<file path="src/sv/xmlesc_pkg.sv">
`default_nettype none

package xmlesc_pkg;

  // longest escape run (&quot;) and the width of a position inside it
  localparam int unsigned MAX_RUN = 6;
  localparam int unsigned IDX_W   = $clog2(MAX_RUN);

  // register file
  localparam int unsigned PADDR_W = 3;
  localparam int unsigned PDATA_W = 32;
  localparam int unsigned MODE_W  = 2;
  localparam logic [PADDR_W-3:0] REG_NORM_MODE = 1'b0;

  // normalization modes
  localparam logic [MODE_W-1:0] MODE_ATTR    = 2'd0;
  localparam logic [MODE_W-1:0] MODE_COMMENT = 2'd1;
  localparam logic [MODE_W-1:0] MODE_PI      = 2'd2;
  localparam logic [MODE_W-1:0] MODE_TEXT    = 2'd3;

  // characters that drive the escape decision
  localparam logic [7:0] CH_LT   = 8'h3C;
  localparam logic [7:0] CH_GT   = 8'h3E;
  localparam logic [7:0] CH_AMP  = 8'h26;
  localparam logic [7:0] CH_QUOT = 8'h22;
  localparam logic [7:0] CH_TAB  = 8'h09;
  localparam logic [7:0] CH_LF   = 8'h0A;
  localparam logic [7:0] CH_CR   = 8'h0D;

  // characters that only appear inside escapes
  localparam logic [7:0] CH_SEMI = 8'h3B;
  localparam logic [7:0] CH_HASH = 8'h23;
  localparam logic [7:0] CH_X    = 8'h78;
  localparam logic [7:0] CH_L    = 8'h6C;
  localparam logic [7:0] CH_G    = 8'h67;
  localparam logic [7:0] CH_T    = 8'h74;
  localparam logic [7:0] CH_A    = 8'h61;
  localparam logic [7:0] CH_M    = 8'h6D;
  localparam logic [7:0] CH_P    = 8'h70;
  localparam logic [7:0] CH_Q    = 8'h71;
  localparam logic [7:0] CH_U    = 8'h75;
  localparam logic [7:0] CH_O    = 8'h6F;
  localparam logic [7:0] CH_9    = 8'h39;
  localparam logic [7:0] CH_UA   = 8'h41;
  localparam logic [7:0] CH_UD   = 8'h44;

  typedef enum logic [2:0] {
    ESC_NONE,
    ESC_LT,
    ESC_GT,
    ESC_AMP,
    ESC_QUOT,
    ESC_TAB,
    ESC_LF,
    ESC_CR
  } esc_kind_e;

  // one classified input byte, handed from the classifier to the run stage
  typedef struct packed {
    esc_kind_e  kind;
    logic [7:0] raw;
  } run_item_t;

  // position of the final byte of a run
  function automatic logic [IDX_W-1:0] esc_last_idx(input esc_kind_e kind);
    logic [IDX_W-1:0] r;
    case (kind)
      ESC_NONE: r = IDX_W'(0);
      ESC_LT:   r = IDX_W'(3);
      ESC_GT:   r = IDX_W'(3);
      ESC_QUOT: r = IDX_W'(5);
      default:  r = IDX_W'(4);
    endcase
    return r;
  endfunction

  // byte at one position of a run
  function automatic logic [7:0] esc_byte(input esc_kind_e kind,
                                          input logic [IDX_W-1:0] idx,
                                          input logic [7:0] raw);
    logic [7:0] tail;
    logic [7:0] r;
    // bytes after the leading ampersand of each escape
    tail = CH_SEMI;
    case (kind)
      ESC_LT: begin
        case (idx)
          IDX_W'(1): tail = CH_L;
          IDX_W'(2): tail = CH_T;
          default:   tail = CH_SEMI;
        endcase
      end
      ESC_GT: begin
        case (idx)
          IDX_W'(1): tail = CH_G;
          IDX_W'(2): tail = CH_T;
          default:   tail = CH_SEMI;
        endcase
      end
      ESC_AMP: begin
        case (idx)
          IDX_W'(1): tail = CH_A;
          IDX_W'(2): tail = CH_M;
          IDX_W'(3): tail = CH_P;
          default:   tail = CH_SEMI;
        endcase
      end
      ESC_QUOT: begin
        case (idx)
          IDX_W'(1): tail = CH_Q;
          IDX_W'(2): tail = CH_U;
          IDX_W'(3): tail = CH_O;
          IDX_W'(4): tail = CH_T;
          default:   tail = CH_SEMI;
        endcase
      end
      ESC_TAB, ESC_LF, ESC_CR: begin
        case (idx)
          IDX_W'(1): tail = CH_HASH;
          IDX_W'(2): tail = CH_X;
          IDX_W'(3): tail = (kind == ESC_TAB) ? CH_9 :
                            (kind == ESC_LF)  ? CH_UA : CH_UD;
          default:   tail = CH_SEMI;
        endcase
      end
      default: tail = CH_SEMI;
    endcase
    if (kind == ESC_NONE) begin
      r = raw;
    end else if (idx == IDX_W'(0)) begin
      r = CH_AMP;
    end else begin
      r = tail;
    end
    return r;
  endfunction

endpackage

`default_nettype wire

</file>
<file path="src/sv/xmlesc_regs.sv">
`default_nettype none

module xmlesc_regs
  import xmlesc_pkg::*;
(
  input  wire logic               clk_i,
  input  wire logic               rst_ni,
  input  wire logic               psel,
  input  wire logic               penable,
  input  wire logic               pwrite,
  input  wire logic [PADDR_W-1:0] paddr,
  input  wire logic [PDATA_W-1:0] pwdata,
  output logic      [PDATA_W-1:0] prdata,
  output logic                    pready,
  output logic      [MODE_W-1:0]  norm_mode_o
);

  logic [MODE_W-1:0] norm_mode_q;
  logic              hit;
  logic              wr_en;

  // word decode, byte offset ignored
  assign hit   = (paddr[PADDR_W-1:2] == REG_NORM_MODE);
  assign wr_en = psel && penable && pwrite && hit;

  // mode register, low bits of the write data kept
  always_ff @(posedge clk_i or negedge rst_ni) begin
    if (!rst_ni) begin
      norm_mode_q <= MODE_ATTR;
    end else if (wr_en) begin
      norm_mode_q <= pwdata[MODE_W-1:0];
    end
  end

  // read back, zero outside the register
  always_comb begin
    prdata = '0;
    if (hit) begin
      prdata = {{(PDATA_W-MODE_W){1'b0}}, norm_mode_q};
    end
  end

  assign pready      = 1'b1;
  assign norm_mode_o = norm_mode_q;

endmodule

`default_nettype wire

</file>
<file path="src/sv/xmlesc_classify.sv">
`default_nettype none

module xmlesc_classify
  import xmlesc_pkg::*;
(
  input  wire logic [7:0]        byte_i,
  input  wire logic [MODE_W-1:0] norm_mode_i,
  output run_item_t              item_o
);

  logic attr;
  logic text;

  assign attr = (norm_mode_i == MODE_ATTR);
  assign text = (norm_mode_i == MODE_TEXT);

  // pick the escape for this byte in the current mode
  always_comb begin
    item_o.raw  = byte_i;
    item_o.kind = ESC_NONE;
    if (byte_i == CH_LT && (attr || text)) begin
      item_o.kind = ESC_LT;
    end else if (byte_i == CH_GT && text) begin
      item_o.kind = ESC_GT;
    end else if (byte_i == CH_AMP && (attr || text)) begin
      item_o.kind = ESC_AMP;
    end else if (byte_i == CH_QUOT && attr) begin
      item_o.kind = ESC_QUOT;
    end else if (byte_i == CH_TAB && attr) begin
      item_o.kind = ESC_TAB;
    end else if (byte_i == CH_LF && attr) begin
      item_o.kind = ESC_LF;
    end else if (byte_i == CH_CR) begin
      item_o.kind = ESC_CR;
    end
  end

endmodule

`default_nettype wire

</file>
<file path="src/sv/xmlesc_emit.sv">
`default_nettype none

module xmlesc_emit
  import xmlesc_pkg::*;
(
  input  wire logic       clk_i,
  input  wire logic       rst_ni,
  input  wire logic       in_valid_i,
  output logic            in_stall_o,
  input  wire run_item_t  item_i,
  output logic            out_valid_o,
  input  wire logic       out_stall_i,
  output logic [7:0]      out_byte_o,
  output logic            run_last_o
);

  // run register: the input byte being expanded
  logic             run_busy_q;
  esc_kind_e        run_kind_q;
  logic [7:0]       run_raw_q;
  logic [IDX_W-1:0] run_idx_q;

  // result register
  logic             out_valid_q;
  logic [7:0]       out_byte_q;
  logic             out_last_q;

  logic out_free;
  logic run_adv;
  logic run_end;
  logic in_acc;

  assign out_free   = !out_valid_q || !out_stall_i;
  assign run_adv    = run_busy_q && out_free;
  assign run_end    = (run_idx_q == esc_last_idx(run_kind_q));
  assign in_stall_o = run_busy_q && !(run_adv && run_end);
  assign in_acc     = in_valid_i && !in_stall_o;

  // run control
  always_ff @(posedge clk_i or negedge rst_ni) begin
    if (!rst_ni) begin
      run_busy_q <= 1'b0;
      run_idx_q  <= '0;
    end else if (in_acc) begin
      run_busy_q <= 1'b1;
      run_idx_q  <= '0;
    end else if (run_adv && run_end) begin
      run_busy_q <= 1'b0;
    end else if (run_adv) begin
      run_idx_q <= run_idx_q + IDX_W'(1);
    end
  end

  // run payload
  always_ff @(posedge clk_i) begin
    if (in_acc) begin
      run_kind_q <= item_i.kind;
      run_raw_q  <= item_i.raw;
    end
  end

  // result valid
  always_ff @(posedge clk_i or negedge rst_ni) begin
    if (!rst_ni) begin
      out_valid_q <= 1'b0;
    end else if (run_adv) begin
      out_valid_q <= 1'b1;
    end else if (out_free) begin
      out_valid_q <= 1'b0;
    end
  end

  // result payload
  always_ff @(posedge clk_i) begin
    if (run_adv) begin
      out_byte_q <= esc_byte(run_kind_q, run_idx_q, run_raw_q);
      out_last_q <= run_end;
    end
  end

  assign out_valid_o = out_valid_q;
  assign out_byte_o  = out_byte_q;
  assign run_last_o  = out_last_q;

endmodule

`default_nettype wire

</file>
<file path="src/sv/xml_canonical_text_escaper.sv">
`default_nettype none

// channel   direction  handshake                  payload
// in        sink       in_valid_i / in_stall_o    in_byte_i
// out       source     out_valid_o / out_stall_i  out_byte_o, run_last_o
// cfg       apb slave  psel, penable, pwrite      paddr, pwdata, prdata
//
// a plain byte is one transfer per cycle while the output does not stall; an escape
// run stalls the input until its last byte moves to the result register
// an input byte passes through the run register and then the result register
// the run register and the result register set this rate; a new byte enters as the
// last byte of the previous run moves to the result register
// reset clears the mode to attribute and empties both registers
// a stalled output holds its byte while the run register waits behind it

module xml_canonical_text_escaper
  import xmlesc_pkg::*;
(
  input  wire logic               clk_i,
  input  wire logic               rst_ni,
  input  wire logic               in_valid_i,
  output logic                    in_stall_o,
  input  wire logic [7:0]         in_byte_i,
  output logic                    out_valid_o,
  input  wire logic               out_stall_i,
  output logic      [7:0]         out_byte_o,
  output logic                    run_last_o,
  input  wire logic               psel,
  input  wire logic               penable,
  input  wire logic               pwrite,
  input  wire logic [PADDR_W-1:0] paddr,
  input  wire logic [PDATA_W-1:0] pwdata,
  output logic      [PDATA_W-1:0] prdata,
  output logic                    pready
);

  logic [MODE_W-1:0] norm_mode;
  run_item_t         item;

  // configuration registers
  xmlesc_regs u_regs (
    .clk_i       (clk_i),
    .rst_ni      (rst_ni),
    .psel        (psel),
    .penable     (penable),
    .pwrite      (pwrite),
    .paddr       (paddr),
    .pwdata      (pwdata),
    .prdata      (prdata),
    .pready      (pready),
    .norm_mode_o (norm_mode)
  );

  // escape decision on the incoming byte
  xmlesc_classify u_classify (
    .byte_i      (in_byte_i),
    .norm_mode_i (norm_mode),
    .item_o      (item)
  );

  // run expansion and result register
  xmlesc_emit u_emit (
    .clk_i       (clk_i),
    .rst_ni      (rst_ni),
    .in_valid_i  (in_valid_i),
    .in_stall_o  (in_stall_o),
    .item_i      (item),
    .out_valid_o (out_valid_o),
    .out_stall_i (out_stall_i),
    .out_byte_o  (out_byte_o),
    .run_last_o  (run_last_o)
  );

endmodule

`default_nettype wire
</file>
<file path="config.mk">
export PLATFORM = sky130hd
export DESIGN_NAME = xml_canonical_text_escaper
export DESIGN_NICKNAME = d
export VERILOG_FILES = /design/src/sv/xmlesc_pkg.sv /design/src/sv/xmlesc_regs.sv /design/src/sv/xmlesc_classify.sv /design/src/sv/xmlesc_emit.sv /design/src/sv/xml_canonical_text_escaper.sv
export SDC_FILE = /design/constraint.sdc
export NUM_CORES = 1
export LEC_CHECK = 0
export BUFFER_PORTS_ARGS = -buffer_cell sky130_fd_sc_hd__buf_2
export CORE_MARGIN = 1
export CORE_UTILIZATION = 47
export DETAILED_ROUTE_END_ITERATION = 8
export PLACE_DENSITY = 0.81
export SLEW_MARGIN = 20
export SYNTH_ARGS = -nofsm -noshare
export SYNTH_HDL_FRONTEND = slang
export SYNTH_SLANG_ARGS = --single-unit
export TNS_END_PERCENT = 5
</file>
<file path="constraint.sdc">
create_clock -name clk_i -period 2.8 [get_ports clk_i]
set_input_delay 0.14 -clock clk_i [delete_from_list [all_inputs] [get_ports clk_i]]
set_output_delay 0.14 -clock clk_i [all_outputs]
set_load 0.01 [all_outputs]
</file>
==> key figures, run 1 <==
Drt
  • WL per Instance: 12.3 um
  • Vias per cell: 5.48
  • Router iterations before antenna repair: 7
  • DR iter-0 viols: 60
  • Routed Antenna Nets: 0
  • Total Wirelength: 3530 um
  • Via Count: ~1,600
  • # DRC: 1

Critical path
  • CP max FO: 11
  • Critical Path Source Type: flip-flop
  • CP Data Arrival Time: 2.37 ns
  • Slowest stage delay, CP: a little over 0.5 ns
  • Critical path cell sequence: buf_4, nor4_1, a31oi_1, o32a_2, inv_1, a21bo_2, and2_1, buf_4
  • CP Capture Type: flip-flop
  • Slowest cell on crit path: edfxtp_1
  • CP bufs+invs: 3
  • Worst EP required: approximately 2.8 ns
  • Crit path top cell by count: buf_4
  • CP top delay family: compound AO/OA/AOI/OAI gates
  • CP Class: flip-flop to flip-flop

STA
  • RSZ-0062 raised after global routing: no
  • Setup WS post-layout: 0.420 ns
  • Setup TNS: 0 ns
  • Slew headroom: 0.638
  • Max Freq: 420 MHz
  • Post-route clock period utilization: 0.850
  • Final worst path period need: 2.38 ns
  • Endpoints failing hold: 0
  • Final setup viols: 0
  • Clock skew: 0.00358 ns
  • Slew Limit Fails: 0
  • Worst Max-Slew Pin Slew: 0.542 ns

Clock tree
  • Max Buffers Root-to-Sink: 2
  • Post-CTS Repair Setup Buffers: 0
  • TritonCTS Sinks: 27
  • Clock transition at the registers of the reported paths: 0.09 ns
  • H-Tree Depth: 1
  • Clk_lat worst skew: 0.28 ns
  • Root buf cell: clkbuf_8
  • CTS tree: built
  • CTS buffer count: 3

Yosys
  • Count of cell types in the netlist: 51
  • Post-Syn Area: 1950 sq um
  • Share of the yosys chip area belonging to registers: 0.397
  • Synth warn: 0
  • Post-synth EDFFs: 20
  • Yosys top cell area share: 0.308
  • Largest area contributor in the synthesized netlist: edfxtp_1
  • Synth Flop Type: edfxtp_1
  • Synth top area cells: edfxtp_1, buf_4, dfrtp_1
  • Post-Syn Instances: 211
  • Syn_area_per_cell: just over 9 sq um
  • Ys async rst share: 0.259
  • Seq cells post-synth: 27

Cells and area
  • Area delta synth->final: 6.47%
  • Final design instance area without fill: between 2000 and 2500 sq um
  • # nets final: 296
  • Layout cells sized above 1: 0.202
  • # diodes: 0

GRT
  • GRT overflow: 0
  • Largest net degree at the start of global routing: 22
  • Gr usage total: 0.177
  • Vias in the first global route: 1,368
  • First-pass GRT wire length: around 5900 um
  • Initial antenna violation count: 0

Placed design
  • Post-DP HPWL: 2630 um
  • Final Wtd Congestion: between 0.9 and 1
  • Port Buf Inserts: 30
  • Area post-placement: just over 2000 sq um
  • Pre-CTS WS: 0.452 ns

Die
  • Die area: 4410 sq um
  • Die width: 66.4 um
  • Chip Height: 66.4 um
  • Row cnt: 23
  • Core area: 4000 sq um
  • Starting Density: 0.488
  • I/O pins: 94

Pwr
  • Cell leakage power: 0.873 nW
  • Power Dens Cells: 825 nW/um^2
  • Sequential power share: 0.394
  • Comb pwr share: 0.473
  • Pint: 0.00102 W
  • Switching part of the total: 0.406
  • NetSw: 0.000696 W
  • Clk pwr share: 0.133
  • Peak VDD IR: 0.000275 V

Status
  • Outcome: complete, but fails checks
  • Failing checks: design-rule violations

Hold path
  • HP Class: input pin to flip-flop

Run
  • Max Cap Viol: 0
stage by stage:
| stage | hold slack (ns) | instances | total power (W) | util |
|---|---|---|---|---|
| floorplan | -0.156 | 240 | 0.00130 | - |
| finish | 0.0835 | 288 | 0.00171 | 0.520 |
| detailed placement | -0.0155 | 283 | 0.00148 | 0.505 |
| global route | 0.0812 | 288 | 0.00186 | 0.520 |
| CTS | 0.0777 | 288 | 0.00171 | 0.520 |
| global placement | -0.0166 | 283 | 0.00146 | 0.505 |
final cells by class:
type | instances | area [sq um]
Clock inverter | 1 | 7.51
Sequential cell | 27 | 776
Fill cell | 360 | 1920
Tap cell | 50 | 62.6
Clock buffer | 3 | 41.3
Timing Repair Buffer | 34 | 183
Multi-Input combinational cell | 160 | 960
Inverter | 13 | 48.8
power by group through the flow:
stage / logic (W) / clock network [W] / registers [W]
after floorplan: 0.000625 / 0 / 0.000675
after global placement: 0.000788 / 0 / 0.000677
after detailed placement: 0.000798 / 0 / 0.000683
after CTS: 0.000802 / 0.000237 / 0.000674
after global routing: 0.000920 / 0.000246 / 0.000691
final: 0.000811 / 0.000228 / 0.000676
registers in the layout (all words and copies together), names as in the netlist:
register	count
u_emit.out_byte_o	8
u_emit.run_raw_q	8
u_emit.run_idx_q	3
u_emit.run_kind_q	3
u_regs.norm_mode_o	2
u_emit.out_valid_o	1
u_emit.run_busy_q	1
u_emit.run_last_o	1
cells in the mapped netlist, types with 2 or more instances:
master / count
buf_2: 2
nand3_1: 3
nor2b_1: 5
o21ai_0: 12
a211oi_1: 2
o221ai_1: 4
nor2_1: 16
mux2_2: 3
or2_2: 2
inv_1: 13
buf_4: 31
and2_1: 3
ha_1: 7
clkbuf_1: 6
a22o_1: 4
o22ai_1: 4
nand2b_1: 3
edfxtp_1: 20
conb_1: 2
nor3b_1: 2
nand4b_1: 2
dfrtp_1: 7
nand2_1: 11
nor3_1: 3
o32a_1: 2
nor4_1: 2
a21oi_1: 16
timing repair:
item                                   4_1_cts  5_1_grt
hold buffers                                 1        0
gates resized for setup                      0        0
endpoints found under the hold margin        7        0
worst register-to-register path, delay by kind of cell, from the launching register on:
| family | cells | cell delay [ns] |
|---|---|---|
| buf+inv | 3 | 0.51 |
| compound gates | 3 | 0.66 |
| simple gates | 2 | 0.42 |
| flops | 1 | 0.51 |
metal layers:
| metal | global-route usage | up-vias | share of wire |
|---|---|---|---|
| li1 | - | 756 | - |
| met1 | 0.218 | 733 | 0.44 |
| met2 | 0.302 | 82 | 0.48 |
| met3 | 0.0224 | 8 | 0.063 |
| met4 | 0.0878 | 0 | 0.015 |
| met5 | 0 | - | 0 |
path summary, 6_finish.rpt:
kind                                                       to  depth (start not counted)  slack [ns]                               start
hold reg to reg            u_emit.out_byte_o[7]$_SDFFCE_PN0P_                          1        0.55       u_emit.run_raw_q[7]$_DFFE_PP_
max in group asynchronous     u_emit.run_idx_q[2]$_DFFE_PN0P_                          2        2.43                              rst_ni
setup reg to reg                u_emit.run_raw_q[6]$_DFFE_PP_                          8        0.42  u_emit.run_kind_q[1]$_SDFFCE_PP0P_
setup / recovery                u_emit.run_raw_q[6]$_DFFE_PP_                          8        0.42  u_emit.run_kind_q[1]$_SDFFCE_PP0P_
hold / removal                  u_emit.run_raw_q[7]$_DFFE_PP_                          1        0.08                        in_byte_i[7]
min in group asynchronous      u_emit.out_valid_o$_DFFE_PN0P_                          2        0.22                              rst_ni
cell families (layout without fill, tap and decap cells):
| family | Yosys count | count (layout) | share of synthesized area |
|---|---|---|---|
| AND/OR/NAND/NOR | 60 | 60 | 0.164 |
| AO/OA/AOI/OAI | 58 | 58 | 0.201 |
| buffers and inverters | 53 | 51 | 0.167 |
| flip-flops | 27 | 27 | 0.397 |
| adder cells (fa/ha/maj) | 7 | 7 | 0.0449 |
| multiplexers | 3 | 3 | 0.0173 |
| other | 2 | 31 | 0.00385 |
| XOR/XNOR | 1 | 1 | 0.00449 |
cell usage in the layout (no fill, tap or decap), drive strengths merged, types with 2 or more instances in the layout:
| cell type | n |
|---|---|
| a211oi | 2 |
| a21oi | 16 |
| a22o | 4 |
| and2 | 4 |
| buf | 33 |
| clkbuf | 3 |
| conb | 31 |
| dfrtp | 7 |
| edfxtp | 20 |
| ha | 7 |
| inv | 13 |
| mux2 | 3 |
| nand2 | 11 |
| nand2b | 3 |
| nand3 | 3 |
| nand4b | 2 |
| nor2 | 16 |
| nor2b | 5 |
| nor3 | 3 |
| nor3b | 2 |
| nor4 | 2 |
| o21ai | 12 |
| o221ai | 4 |
| o22ai | 4 |
| o32a | 3 |
| or2 | 2 |
| or3b | 2 |
No activity file was read; power rests on OpenSTA's default activity.
==> run 2: changes to the inputs <==
Settings changed: CORE_UTILIZATION 47 to 48, SYNTH_HIERARCHICAL from default to 1.
==> run 2 against run 1 <==
Net effect:
- the flow now finishes without violations
- non-clock buffer count is 3 higher
- power is 1.7% higher
- hold slack worse by 0.027 ns
- count of clock-buffer cells in the layout stayed put
==> key figures, run 2 <==
STA
  • Slew Limit Fails: 0
  • RSZ-0062 raised after global routing: no
  • Setup TNS: 0 ns
  • Endpoints failing hold: 0
  • Final worst path period need: ~2.2 ns
  • Clock skew: 0.00465 ns
  • Final setup viols: 0
  • Max Freq: 446 MHz
  • Post-route clock period utilization: 0.801

Pwr
  • Comb pwr share: 0.506
  • Cell leakage power: around 0.98 nW
  • Peak VDD IR: 0.000287 V
  • Sequential power share: 0.363
  • NetSw: around 0.00073 W
  • Power Dens Cells: 782 nW/um^2
  • Clk pwr share: 0.131
  • Switching part of the total: 0.418
  • Pint: between 0.001 and 0.0015 W

Cells and area
  • Area delta synth->final: 3.19%
  • Most frequent cells in the layout: conb_1, buf_2, edfxtp_1
  • Non-filler cells in the finished layout: 300
  • Most common cell after layout, fill and taps aside: conb_1
  • # diodes: 0
  • Layout cells sized above 1: 0.222
  • Core Util, Final: 0.515
  • # nets final: 306

Critical path
  • CP Capture Type: flip-flop
  • CP Data Arrival Time: 2.27 ns
  • Critical Path Source Type: flip-flop
  • CP max FO: 11
  • CP Class: flip-flop to flip-flop
  • Worst EP required: 2.82 ns

Clock tree
  • CTS tree: built
  • Clock transition at the registers of the reported paths: 0.09 ns
  • Post-CTS Repair Setup Buffers: 0
  • H-Tree Depth: 1
  • Hold_buf cts: 1
  • Root buf cell: clkbuf_8
  • TritonCTS Sinks: 27
  • CTS buffer count: 3
  • Max Buffers Root-to-Sink: 2
  • CTS resizes: 0
  • Clk_lat worst skew: ~0.28 ns

Run
  • Max Cap Viol: 0

Yosys
  • Post-Syn Instances: 228
  • Count of cell types in the netlist: 59
  • Post-synth EDFFs: 20
  • Top-count cell post-synth: buf_4
  • Synth cell count leaders: buf_4, edfxtp_1, nand2_1, a21oi_1, nor2_1
  • Yosys top cell area share: 0.278
  • Synth Flop Type: edfxtp_1
  • Largest area contributor in the synthesized netlist: edfxtp_1
  • Synth top area cells: edfxtp_1, buf_4, dfrtp_1
  • Ys async rst share: 0.259
  • Share of the yosys chip area belonging to registers: 0.359
  • Post-Syn Area: between 2000 and 2500 sq um
  • Syn_area_per_cell: around 9.5 sq um
  • Seq cells post-synth: 27
  • Synth warn: 6

GRT
  • Largest net degree at the start of global routing: 18
  • GRT overflow: 0
  • Initial antenna violation count: 0
  • First-pass GRT wire length: around 6000 um
  • Gr usage total: 0.162
  • Vias in the first global route: 1,406

Die
  • Die area: roughly 4800 sq um
  • Die width: 69.1 um
  • Chip Height: 69.1 um
  • Row cnt: 24
  • Starting Density: 0.499
  • I/O pins: 94
  • Core area: roughly 4300 sq um

Drt
  • DR iter-0 viols: between 150 and 200
  • Via Count: 1,621
  • WL per Instance: 12.7 um
  • Routed Antenna Nets: 0
  • Router iterations before antenna repair: 4
  • # DRC: 0
  • Vias per cell: between 5 and 6
  • Total Wirelength: ~3800 um

Placed design
  • Port Buf Inserts: 30
  • Final Wtd Congestion: a little under 0.9
  • Dpl cells: approximately 300
  • Post-DP HPWL: 2880 um

Status
  • Outcome: complete, no violations

Hold path
  • HP Class: input pin to flip-flop
run 2: cells by family (layout without fill, tap and decap cells):
logic type | after synthesis | after routing | synth area share
adders and majority gates | 8 | 8 | 0.0458
buffers and inverters | 59 | 50 | 0.182
muxes | 5 | 5 | 0.0284
DFF | 27 | 27 | 0.359
and+or+nand+nor | 69 | 69 | 0.189
other | 2 | 31 | 0.00348
AOI/OAI and AO/OA | 57 | 57 | 0.188
xor gates and xnor gates | 1 | 1 | 0.00406
run 2: worst max-delay path, cell delays in order, from the launching register on:
cell and delay, ns:
dfrtp_1 0.49, inv_1 0.18, ha_1 0.44, nor3_1 0.15
o31ai_1 0.32, o22ai_1 0.15, a31oi_1 0.15, o21ai_0 0.10
run 2: area by class of cell:
cell class,count,area [sq um]
fill,423,2100
multi-input combinational,171,1100
sequential,27,776
timing repair buffer,37,205
tap,52,65.1
clock buffer,3,41.3
inverter,9,33.8
clock inverter,1,7.51
run 2: worst paths after layout:
| check | from | endpoint | slack, ns | cells past startpoint |
|---|---|---|---|---|
| min | in_byte_i[5] | u_emit/run_raw_q[5]$_DFFE_PP_ | 0.06 | 1 |
| min in group asynchronous | rst_ni | u_emit/out_valid_o$_DFFE_PN0P_ | 0.22 | 2 |
| max reg2reg | u_emit/run_idx_q[0]$_DFFE_PN0P_ | u_emit/out_byte_o[0]$_DFFE_PP_ | 0.56 | 7 |
| min reg2reg | u_emit/run_busy_q$_DFFE_PN0P_ | u_emit/out_valid_o$_DFFE_PN0P_ | 0.53 | 2 |
| max | u_emit/run_idx_q[0]$_DFFE_PN0P_ | u_emit/out_byte_o[0]$_DFFE_PP_ | 0.56 | 7 |
| max in group asynchronous | rst_ni | u_emit/run_idx_q[2]$_DFFE_PN0P_ | 2.43 | 2 |
run 2: per-stage QoR:
| stage | setup WS (ns) | cell area [sq um] | power [W] | hold WS [ns] |
|---|---|---|---|---|
| global placement | 0.612 | 2170 | 0.00149 | -0.0170 |
| global route | 0.399 | 2230 | 0.00187 | 0.0519 |
| CTS | 0.612 | 2230 | 0.00174 | 0.0543 |
| floorplan | 0.726 | 2270 | 0.00133 | -0.156 |
| detailed placement | 0.631 | 2170 | 0.00152 | -0.0169 |
| finish | 0.557 | 2230 | 0.00174 | 0.0564 |
run 2: power groups by stage:
stage	registers [W]	logic, W	clock network (W)
2_1_floorplan	0.000640	0.000688	0
3_3_place_gp	0.000635	0.000853	0
3_5_place_dp	0.000643	0.000873	0
4_1_cts	0.000634	0.000876	0.000233
5_1_grt	0.000645	0.000982	0.000245
6_report	0.000632	0.000883	0.000228
run 2: metal layers:
| layer | vias up | share of wire | global-route usage |
|---|---|---|---|
| met5 | - | 0 | 0 |
| met4 | 0 | 0.025 | 0.0930 |
| met3 | 9 | 0.056 | 0.0263 |
| met2 | 63 | 0.50 | 0.271 |
| met1 | 758 | 0.42 | 0.196 |
| li1 | 791 | - | - |
